==> config.mk <==
export PLATFORM = sky130hd
export DESIGN_NAME = ascon_permutation_unit
export DESIGN_NICKNAME = d
export VERILOG_FILES = /design/src/sv/ascon_pkg.sv /design/src/sv/ascon_dp.sv /design/src/sv/ascon_ctrl.sv /design/src/sv/ascon_permutation_unit.sv
export SDC_FILE = /design/constraint.sdc
export NUM_CORES = 2
export LEC_CHECK = 0
export BUFFER_PORTS_ARGS = -buffer_cell sky130_fd_sc_hd__buf_2
export CORE_UTILIZATION = 50
export DETAILED_ROUTE_END_ITERATION = 10
export PLACE_DENSITY_LB_ADDON = 0.12
export SYNTH_ARGS = -nofsm -noshare
export SYNTH_HDL_FRONTEND = slang
export SYNTH_HIERARCHICAL = 1
export SYNTH_SLANG_ARGS = --single-unit
==> constraint.sdc <==
create_clock -name clk_i -period 3 [get_ports clk_i]
set_clock_uncertainty 0.1 [all_clocks]
set_input_delay 0.75 -clock clk_i [delete_from_list [all_inputs] [get_ports clk_i]]
set_output_delay 0.75 -clock clk_i [all_outputs]
set_load 0.005 [all_outputs]
==> src/sv/ascon_pkg.sv <==
// Shared types and constants for the Ascon permutation unit.
package ascon_pkg;

  localparam int unsigned TotalRounds = 12;
  localparam int unsigned RoundIdxW   = $clog2(TotalRounds);

  typedef logic [RoundIdxW-1:0] round_idx_t;

  localparam logic [7:0] RoundConst [TotalRounds] = '{
    8'hf0, 8'he1, 8'hd2, 8'hc3, 8'hb4, 8'ha5,
    8'h96, 8'h87, 8'h78, 8'h69, 8'h5a, 8'h4b
  };

  typedef struct packed {
    logic [63:0] word_0;
    logic [63:0] word_1;
    logic [63:0] word_2;
    logic [63:0] word_3;
    logic [63:0] word_4;
    logic [3:0]  round_count;
  } in_word_t;

  typedef struct packed {
    logic [63:0] out_word_0;
    logic [63:0] out_word_1;
    logic [63:0] out_word_2;
    logic [63:0] out_word_3;
    logic [63:0] out_word_4;
  } out_word_t;

  typedef struct packed {
    logic       load;
    logic       round_en;
    round_idx_t round_idx;
    logic       out_load;
  } dp_cmd_t;

endpackage

==> src/sv/ascon_dp.sv <==
// Datapath: state register, shared round unit and output register.
module ascon_dp (
  input  logic                clk_i,
  input  logic                rst_ni,
  input  ascon_pkg::dp_cmd_t  cmd_i,
  input  ascon_pkg::in_word_t in_word_i,
  output ascon_pkg::out_word_t out_word_o
);

  logic [63:0] s_q [5];
  logic [63:0] s_d [5];
  logic [63:0] r_out [5];
  ascon_pkg::out_word_t out_q;

  function automatic logic [63:0] rotr(logic [63:0] v, int unsigned n);
    rotr = (v >> n) | (v << (64 - n));
  endfunction

  always_comb begin
    logic [63:0] a0, a1, a2, a3, a4;
    logic [63:0] n0, n1, n2, n3, n4;
    a0 = s_q[0];
    a1 = s_q[1];
    a2 = s_q[2] ^ {56'd0, ascon_pkg::RoundConst[cmd_i.round_idx]};
    a3 = s_q[3];
    a4 = s_q[4];
    a0 = a0 ^ a4;
    a4 = a4 ^ a3;
    a2 = a2 ^ a1;
    n0 = ~a0 & a1;
    n1 = ~a1 & a2;
    n2 = ~a2 & a3;
    n3 = ~a3 & a4;
    n4 = ~a4 & a0;
    a0 = a0 ^ n1;
    a1 = a1 ^ n2;
    a2 = a2 ^ n3;
    a3 = a3 ^ n4;
    a4 = a4 ^ n0;
    a1 = a1 ^ a0;
    a0 = a0 ^ a4;
    a3 = a3 ^ a2;
    a2 = ~a2;
    r_out[0] = a0 ^ rotr(a0, 19) ^ rotr(a0, 28);
    r_out[1] = a1 ^ rotr(a1, 61) ^ rotr(a1, 39);
    r_out[2] = a2 ^ rotr(a2, 1)  ^ rotr(a2, 6);
    r_out[3] = a3 ^ rotr(a3, 10) ^ rotr(a3, 17);
    r_out[4] = a4 ^ rotr(a4, 7)  ^ rotr(a4, 41);
  end

  always_comb begin
    s_d = s_q;
    if (cmd_i.load) begin
      s_d[0] = in_word_i.word_0;
      s_d[1] = in_word_i.word_1;
      s_d[2] = in_word_i.word_2;
      s_d[3] = in_word_i.word_3;
      s_d[4] = in_word_i.word_4;
    end else if (cmd_i.round_en) begin
      s_d = r_out;
    end
  end

  always_ff @(posedge clk_i or negedge rst_ni) begin
    if (!rst_ni) begin
      s_q   <= '{default: '0};
      out_q <= '0;
    end else begin
      s_q <= s_d;
      if (cmd_i.out_load) begin
        out_q.out_word_0 <= s_q[0];
        out_q.out_word_1 <= s_q[1];
        out_q.out_word_2 <= s_q[2];
        out_q.out_word_3 <= s_q[3];
        out_q.out_word_4 <= s_q[4];
      end
    end
  end

  assign out_word_o = out_q;

endmodule

==> src/sv/ascon_ctrl.sv <==
// Controller: round sequencing and output handshake.
module ascon_ctrl (
  input  logic               clk_i,
  input  logic               rst_ni,
  input  logic               in_valid_i,
  output logic               in_ready_o,
  input  logic [3:0]         round_count_i,
  output logic               out_valid_o,
  input  logic               out_ready_i,
  output ascon_pkg::dp_cmd_t cmd_o
);

  typedef enum logic [2:0] {
    StIdle  = 3'b001,
    StRun   = 3'b010,
    StFlush = 3'b100
  } state_e;

  state_e                state_q, state_d;
  ascon_pkg::round_idx_t round_q, round_d;
  logic                  out_valid_q, out_valid_d;

  localparam ascon_pkg::round_idx_t LastRound =
    ascon_pkg::round_idx_t'(ascon_pkg::TotalRounds - 1);
  localparam logic [3:0] MaxCount = 4'(ascon_pkg::TotalRounds);

  logic [3:0] count_clamped;
  logic       out_free;

  assign count_clamped = (round_count_i > MaxCount) ? MaxCount : round_count_i;
  assign out_free      = !out_valid_q || out_ready_i;

  always_comb begin
    state_d        = state_q;
    round_d        = round_q;
    out_valid_d    = out_valid_q;
    cmd_o          = '0;
    cmd_o.round_idx = round_q;
    if (out_valid_q && out_ready_i) begin
      out_valid_d = 1'b0;
    end
    unique case (state_q)
      StIdle: begin
        if (in_valid_i) begin
          cmd_o.load = 1'b1;
          round_d    = ascon_pkg::round_idx_t'(MaxCount - count_clamped);
          state_d    = (count_clamped == 4'd0) ? StFlush : StRun;
        end
      end
      StRun: begin
        cmd_o.round_en = 1'b1;
        round_d        = round_q + 1'b1;
        if (round_q == LastRound) begin
          state_d = StFlush;
        end
      end
      StFlush: begin
        if (out_free) begin
          cmd_o.out_load = 1'b1;
          out_valid_d    = 1'b1;
          state_d        = StIdle;
        end
      end
      default: begin
        state_d = StIdle;
      end
    endcase
  end

  always_ff @(posedge clk_i or negedge rst_ni) begin
    if (!rst_ni) begin
      state_q     <= StIdle;
      round_q     <= '0;
      out_valid_q <= 1'b0;
    end else begin
      state_q     <= state_d;
      round_q     <= round_d;
      out_valid_q <= out_valid_d;
    end
  end

  assign in_ready_o  = (state_q == StIdle);
  assign out_valid_o = out_valid_q;

endmodule

==> src/sv/ascon_permutation_unit.sv <==
// Top level of the Ascon permutation unit.
// Applies the last round_count rounds (clamped to 12) of the Ascon p permutation to a
// 320-bit state word. One shared round unit runs one round per cycle. A word passes
// through an acceptance step that loads the state, the rounds, and a flush step that
// moves the state into the output register.
// A new word is taken while the previous result waits in the output register; the next
// finished state then waits until that result is taken.
module ascon_permutation_unit (
  input  logic                 clk_i,
  input  logic                 rst_ni,
  input  logic                 in_valid_i,
  output logic                 in_ready_o,
  input  ascon_pkg::in_word_t  in_word_i,
  output logic                 out_valid_o,
  input  logic                 out_ready_i,
  output ascon_pkg::out_word_t out_word_o
);

  ascon_pkg::dp_cmd_t cmd;

  ascon_ctrl u_ctrl (
    .clk_i        (clk_i),
    .rst_ni       (rst_ni),
    .in_valid_i   (in_valid_i),
    .in_ready_o   (in_ready_o),
    .round_count_i(in_word_i.round_count),
    .out_valid_o  (out_valid_o),
    .out_ready_i  (out_ready_i),
    .cmd_o        (cmd)
  );

  ascon_dp u_dp (
    .clk_i     (clk_i),
    .rst_ni    (rst_ni),
    .cmd_i     (cmd),
    .in_word_i (in_word_i),
    .out_word_o(out_word_o)
  );

endmodule

Word level (Yosys, flattened, before mapping)
Memory sizes are Yosys's and may differ from the RTL's.
Index checks and enable logic that the tools add are counted.
{"block": "totals", "register_bits": 648, "output_inout_bits": 322, "memories": 1, "mem_bits_ro": 128, "word_cells": 97}
{"name": "(name not given)", "words": 16, "width": 8, "read_ports": 1, "rd_clocked_by_memory_dff": 0, "write_ports": 0, "line_no": "ascon_dp.sv:24", "rtl": "a2 = s_q[2] ^ {56'd0, ascon_pkg::RoundConst[cmd_i.round_idx]};"}
{"block": "classes", "n_eq_ne": 7, "bitwise": 44, "reduce_logical": 8, "magnitude_cmp": 2, "n_mux": 20, "addsub": 2}
{"operator": "$xor A64 B64 Y64", "count": 21}
{"operator": "$mux W320", "count": 2}
{"operator": "$not A64 Y64", "count": 6}
{"operator": "$and A64 B64 Y64", "count": 5}
{"operator": "$or A23 B64 Y64", "count": 1}
{"operator": "$or A25 B64 Y64", "count": 1}
{"operator": "$or A3 B64 Y64", "count": 1}
{"operator": "$or A36 B64 Y64", "count": 1}
{"operator": "$or A45 B64 Y64", "count": 1}
{"operator": "$or A47 B64 Y64", "count": 1}
{"operator": "$or A54 B64 Y64", "count": 1}
{"operator": "$or A57 B64 Y64", "count": 1}
{"operator": "$or A58 B64 Y64", "count": 1}
{"operator": "$or A63 B64 Y64", "count": 1}
{"operator": "$xor A64 B8 Y64", "count": 1}
{"operator": "$mux W8", "count": 2}
{"operator": "$mux W3", "count": 4}
{"operator": "$pmux W3 S3", "count": 1}
{"operator": "$mux W1", "count": 8}
{"operator": "$mux W4", "count": 2}
{"operator": "$pmux W4 S2", "count": 1}
{"operator": "$ge A5 B5 Y1 const B", "count": 1}
{"operator": "$not A4 Y5", "count": 1}
{"operator": "$add A4 B1 Y4 const B", "count": 1}
{"operator": "15 further kinds", "count": 17}

Logic depth before layout (Yosys ltp)
{"block": "depth", "word_depth": 15, "ltp_mapped": 10, "depth_no_buf": 10}

Hierarchy
The synthesis kept the hierarchy.
{"mod": "ascon_dp", "area_each_um2": 40133.5, "seq_area_each_um2": 16015.4, "cells_per_inst": 3946, "instances": 1}
{"mod": "ascon_ctrl", "area_each_um2": 526.8, "seq_area_each_um2": 201.4, "cells_per_inst": 53, "instances": 1}

Worst setup path after synthesis
Ideal clock, no wire load.
{"block": "synth_timing", "path_type": "input to register", "start": "in in_valid_i", "end": "reg u_dp/s_q[62] (netlist name)", "arrival_ns": 2.348, "cell_stages": 8, "setup_ns": 0.077, "required_ns": 2.823, "path_buffers": 5, "path_slack_ns": 0.475, "path_cell_list": "and4bb_2 buf_6 clkbuf_1 clkbuf_1 clkbuf_1 clkbuf_1 a21oi_1 o21ai_1"}
{"element": "from (decl)", "line_no": "ascon_permutation_unit.sv:11", "rtl": "input logic in_valid_i,"}
{"element": "to (signal assigned)", "line_no": "ascon_dp.sv:66", "rtl": "s_q <= '{default: '0};"}
{"element": "to (signal assigned)", "line_no": "ascon_dp.sv:69", "rtl": "s_q <= s_d;"}
{"element": "to (decl)", "line_no": "ascon_dp.sv:10", "rtl": "logic [63:0] s_q [5];"}

Final worst setup path
{"block": "layout_timing", "start": "reg u_ctrl.round_q[3]", "end": "reg u_dp/s_q[262] (netlist name)"}
{"block": "layout_between", "elab_chain_cells": 13}
{"element": "from (decl)", "line_no": "ascon_ctrl.sv:20", "rtl": "ascon_pkg::round_idx_t round_q, round_d;"}
{"element": "from (signal assigned)", "line_no": "ascon_ctrl.sv:77", "rtl": "round_q <= round_d;"}
{"element": "$not A4 Y5 (implied by the code)", "line_no": "ascon_dp.sv:24"}
{"element": "$mem_v2 Z16 W8"}
{"element": "$mux W8 (implied by the code) (2 in a row)", "line_no": "ascon_dp.sv:24"}
{"element": "$xor A64 B8 Y64", "line_no": "ascon_dp.sv:24"}
{"element": "$xor A64 B64 Y64", "line_no": "ascon_dp.sv:29", "rtl": "a2 = a2 ^ a1;"}
{"element": "$and A64 B64 Y64", "line_no": "ascon_dp.sv:31", "rtl": "n1 = ~a1 & a2;"}
{"element": "$xor A64 B64 Y64", "line_no": "ascon_dp.sv:35", "rtl": "a0 = a0 ^ n1;"}
{"element": "$xor A64 B64 Y64", "line_no": "ascon_dp.sv:41", "rtl": "a0 = a0 ^ a4;"}
{"element": "$xor A64 B64 Y64 (2 in a row)", "line_no": "ascon_dp.sv:44", "rtl": "r_out[0] = a0 ^ rotr(a0, 19) ^ rotr(a0, 28);"}
{"element": "$mux W320", "line_no": "ascon_dp.sv:59", "rtl": "end else if (cmd_i.round_en) begin"}
{"element": "$mux W320", "line_no": "ascon_dp.sv:53", "rtl": "if (cmd_i.load) begin"}
Every way passes these cells. The select of a mux whose other input is x is not followed.
A chain may end at the register's enable or synchronous reset.

==> metrics <==
status complete, no violations; Post-synth EDFFs 0; Cell Area, Synth 0.0407 mm^2; clock buffer depth 3; share of synthesized cell area in full adder, half adder and majority cells 5.38%; dominant cells by area after synthesis dfrtp_1 40%, xnor2_1 17%, mux2_2 8.9%, xor2_1 6.6%, ha_1 4.0%; sequential-to-total area share from yosys stat 39.9%; die area 0.0825 mm^2; vias in the first global route 33900; Vias/cell 5.85; Crit Path Max Fanout 6; clock tree sinks 648; Final Hold Vio Count 0; largest net degree at the start of global routing 96; CP startpoint u_ctrl/round_q[3]; final core occ 62.8%; Total GRT Usage 42.6%; core area 0.0805 mm^2; Fmax 357 MHz; worst hold margin 69.9 ps; antenna-violating nets left 0; io pins 650; DRC Markers 0; share of cells above drive strength 1 30.5%; Post-Synthesis Cells 3999; post-synth cell types 51; routed wire length 179000 um; largest family of logic cells by synthesized area XOR/XNOR gates; final setup fails 0; post-synthesis mux area share 9.09%; syn_nets 4457; final worst-path cycle share 93.3%; crit path kind reg -> reg; fin. max-slew vios 0; Hold Crit Class in -> async; Detailed Routing Iterations Pass 1 9; Post-DP HPWL 145000 um; clock tree root driver cell clkbuf_16; initial antenna violation count 9; Post-Synth XOR/XNOR Area 24.8%; CP Capture Type flip-flop; Worst EP arrival 3220 ps; DR iter-0 viols 3750; RSZ-0062 raised after global routing false; CTS Hold Bufs 0; Worst Tran Pin Value 1280 ps; per-cell routed wire length 29.5 um; grt ovf 0; Async S/R FF share, synth 100%; Crit Reg-Reg Startpoint u_ctrl/round_q[3]; Post-CTS Resized 0; H-tree Lvls 3; Post-Synth Simple-Gate Area 8.76%; Synth area leader dfrtp_1; Fill cells 6936; gpl congestion 1.09; # port buffers 649; first-pass GRT wire length 247000 um; min Tclk post-route 2800 ps; Clock Pin Slew Worst Setup and Hold Paths 60 ps; Skew-Pair Late Insertion Delay 640 ps; worst relative slew slack 14.1%; metal3 WL 16700 um; WP data required 3420 ps; CTS tree built; Synth Register Bits 648; Ys Warns 6; Syn-to-layout area delta 24.4%; Max Used Layer met5; Max-cap violations 0; Core Rows 104; die height 287 um; cts bufs inserted 75; DR vias 35500; Compound-Gate Fraction of Synth Area 8.47%; Die Width 287 um; Setup TNS 0 ps; Yosys top cell area share 39.8%; met1 WL 70900 um; Starting Density 50.5%; nets@finish 5402; commonest register cell after synthesis dfrtp_1; mean post-synth cell area 10.2 um^2; Worst setup SP type flip-flop; met2 wire len 81200 um; Post-CTS Setup Bufs 0
-- layout by cell type, fill, tap and decap left out, types with 26 or more instances in the layout --
master and count:
nand2_1 281, nor3b_1 65, maj3_1 56, nor3_1 186, xnor2_1 782, buf_2 648, xnor2_2 26, inv_1 195
a221o_1 85, xor2_1 305, clkbuf_16 76, or3_1 45, mux2_2 320, o21ai_0 173, buf_4 368, o21ai_1 110
nor2_1 60, dfrtp_1 647, nand3_1 91, ha_1 130, buf_12 35, a21oi_1 205
-- per-stage QoR --
stage	instance area, um^2	cells	setup WS, ps
floorplan	40700	3999	475
global placement	48000	5927	328
detailed placement	48000	5927	243
CTS	50600	6057	216
global route	50600	6059	111
finish	50600	6064	200
-- flip-flops by register name, indices dropped and copies added (netlist names) --
register            cells
u_ctrl/round_q          4
u_dp/out_word_o       320
u_ctrl/state_q          3
u_dp/s_q              320
u_ctrl/out_valid_o      1
-- kinds of logic after synthesis --
| logic type | after synthesis |
|---|---|
| mux | 329 |
| simple gates | 744 |
| compound gates | 591 |
| buf+inv | 381 |
| xor+xnor | 1120 |
| fa+ha+maj | 186 |
| flops | 648 |
-- synthesized netlist by cell type (2+ instances only) --
master	n
dfrtp_1	647
o22ai_1	2
a221o_1	85
buf_1	10
clkbuf_1	173
nor3b_1	65
xnor3_1	5
xnor2_2	26
xor2_1	305
nand3_1	91
o21ai_1	110
nor3_1	186
a21oi_1	205
mux2_2	320
nand3b_1	2
or3_1	45
xnor2_1	782
ha_1	130
o311ai_1	2
o311ai_0	4
nor2_1	60
nand2b_1	4
inv_1	195
maj3_1	56
a32oi_1	2
or3b_2	3
o21ai_0	173
mux2i_1	8
nand2_1	281
-- per-layer routing --
layer | up-vias | GRT usage, %
met1 | 17800 | 56.5
met5 | - | 0
met2 | 1866 | 66.6
met3 | 405 | 8.21
met4 | 10 | 21.0
li1 | 15500 | -
-- worst paths after layout --
path                       cells past startpoint                   end  slack (ps)
max                                           10         u_dp/s_q[262]         200
min                                            1  u_dp/out_word_o[172]          70
max reg2reg                                   10         u_dp/s_q[262]         200
min reg2reg                                    1  u_dp/out_word_o[202]         400
max in group asynchronous                      2  u_dp/out_word_o[156]        1830
min in group clk_i                             3         u_dp/s_q[163]         220
-- area by class of cell --
cell class	count	area, um^2	share of cell area [%]
repair buffers	1052	6720	13.3
multi-input cells	2970	23000	45.5
diodes	7	17.5	0.0346
clock inverters	23	408	0.806
well taps	1060	1330	2.62
clock buffers	107	2140	4.23
flip-flops and latches	648	16200	32.1
inverters	197	752	1.49
-- worst max-delay path, cell delays in order (launching register included) --
cell      delay (ps)
dfrtp_1          430
nand2b_1         230
xnor2_1          430
inv_1             90
ha_1             230
xor2_1           180
xnor2_1          200
buf_4            200
xnor2_1          150
xnor2_1          100
a221o_1          320
Power is left out: the tool's default activity adds up to more than one toggle a clock period on the data nets, which glitch-free logic cannot reach.
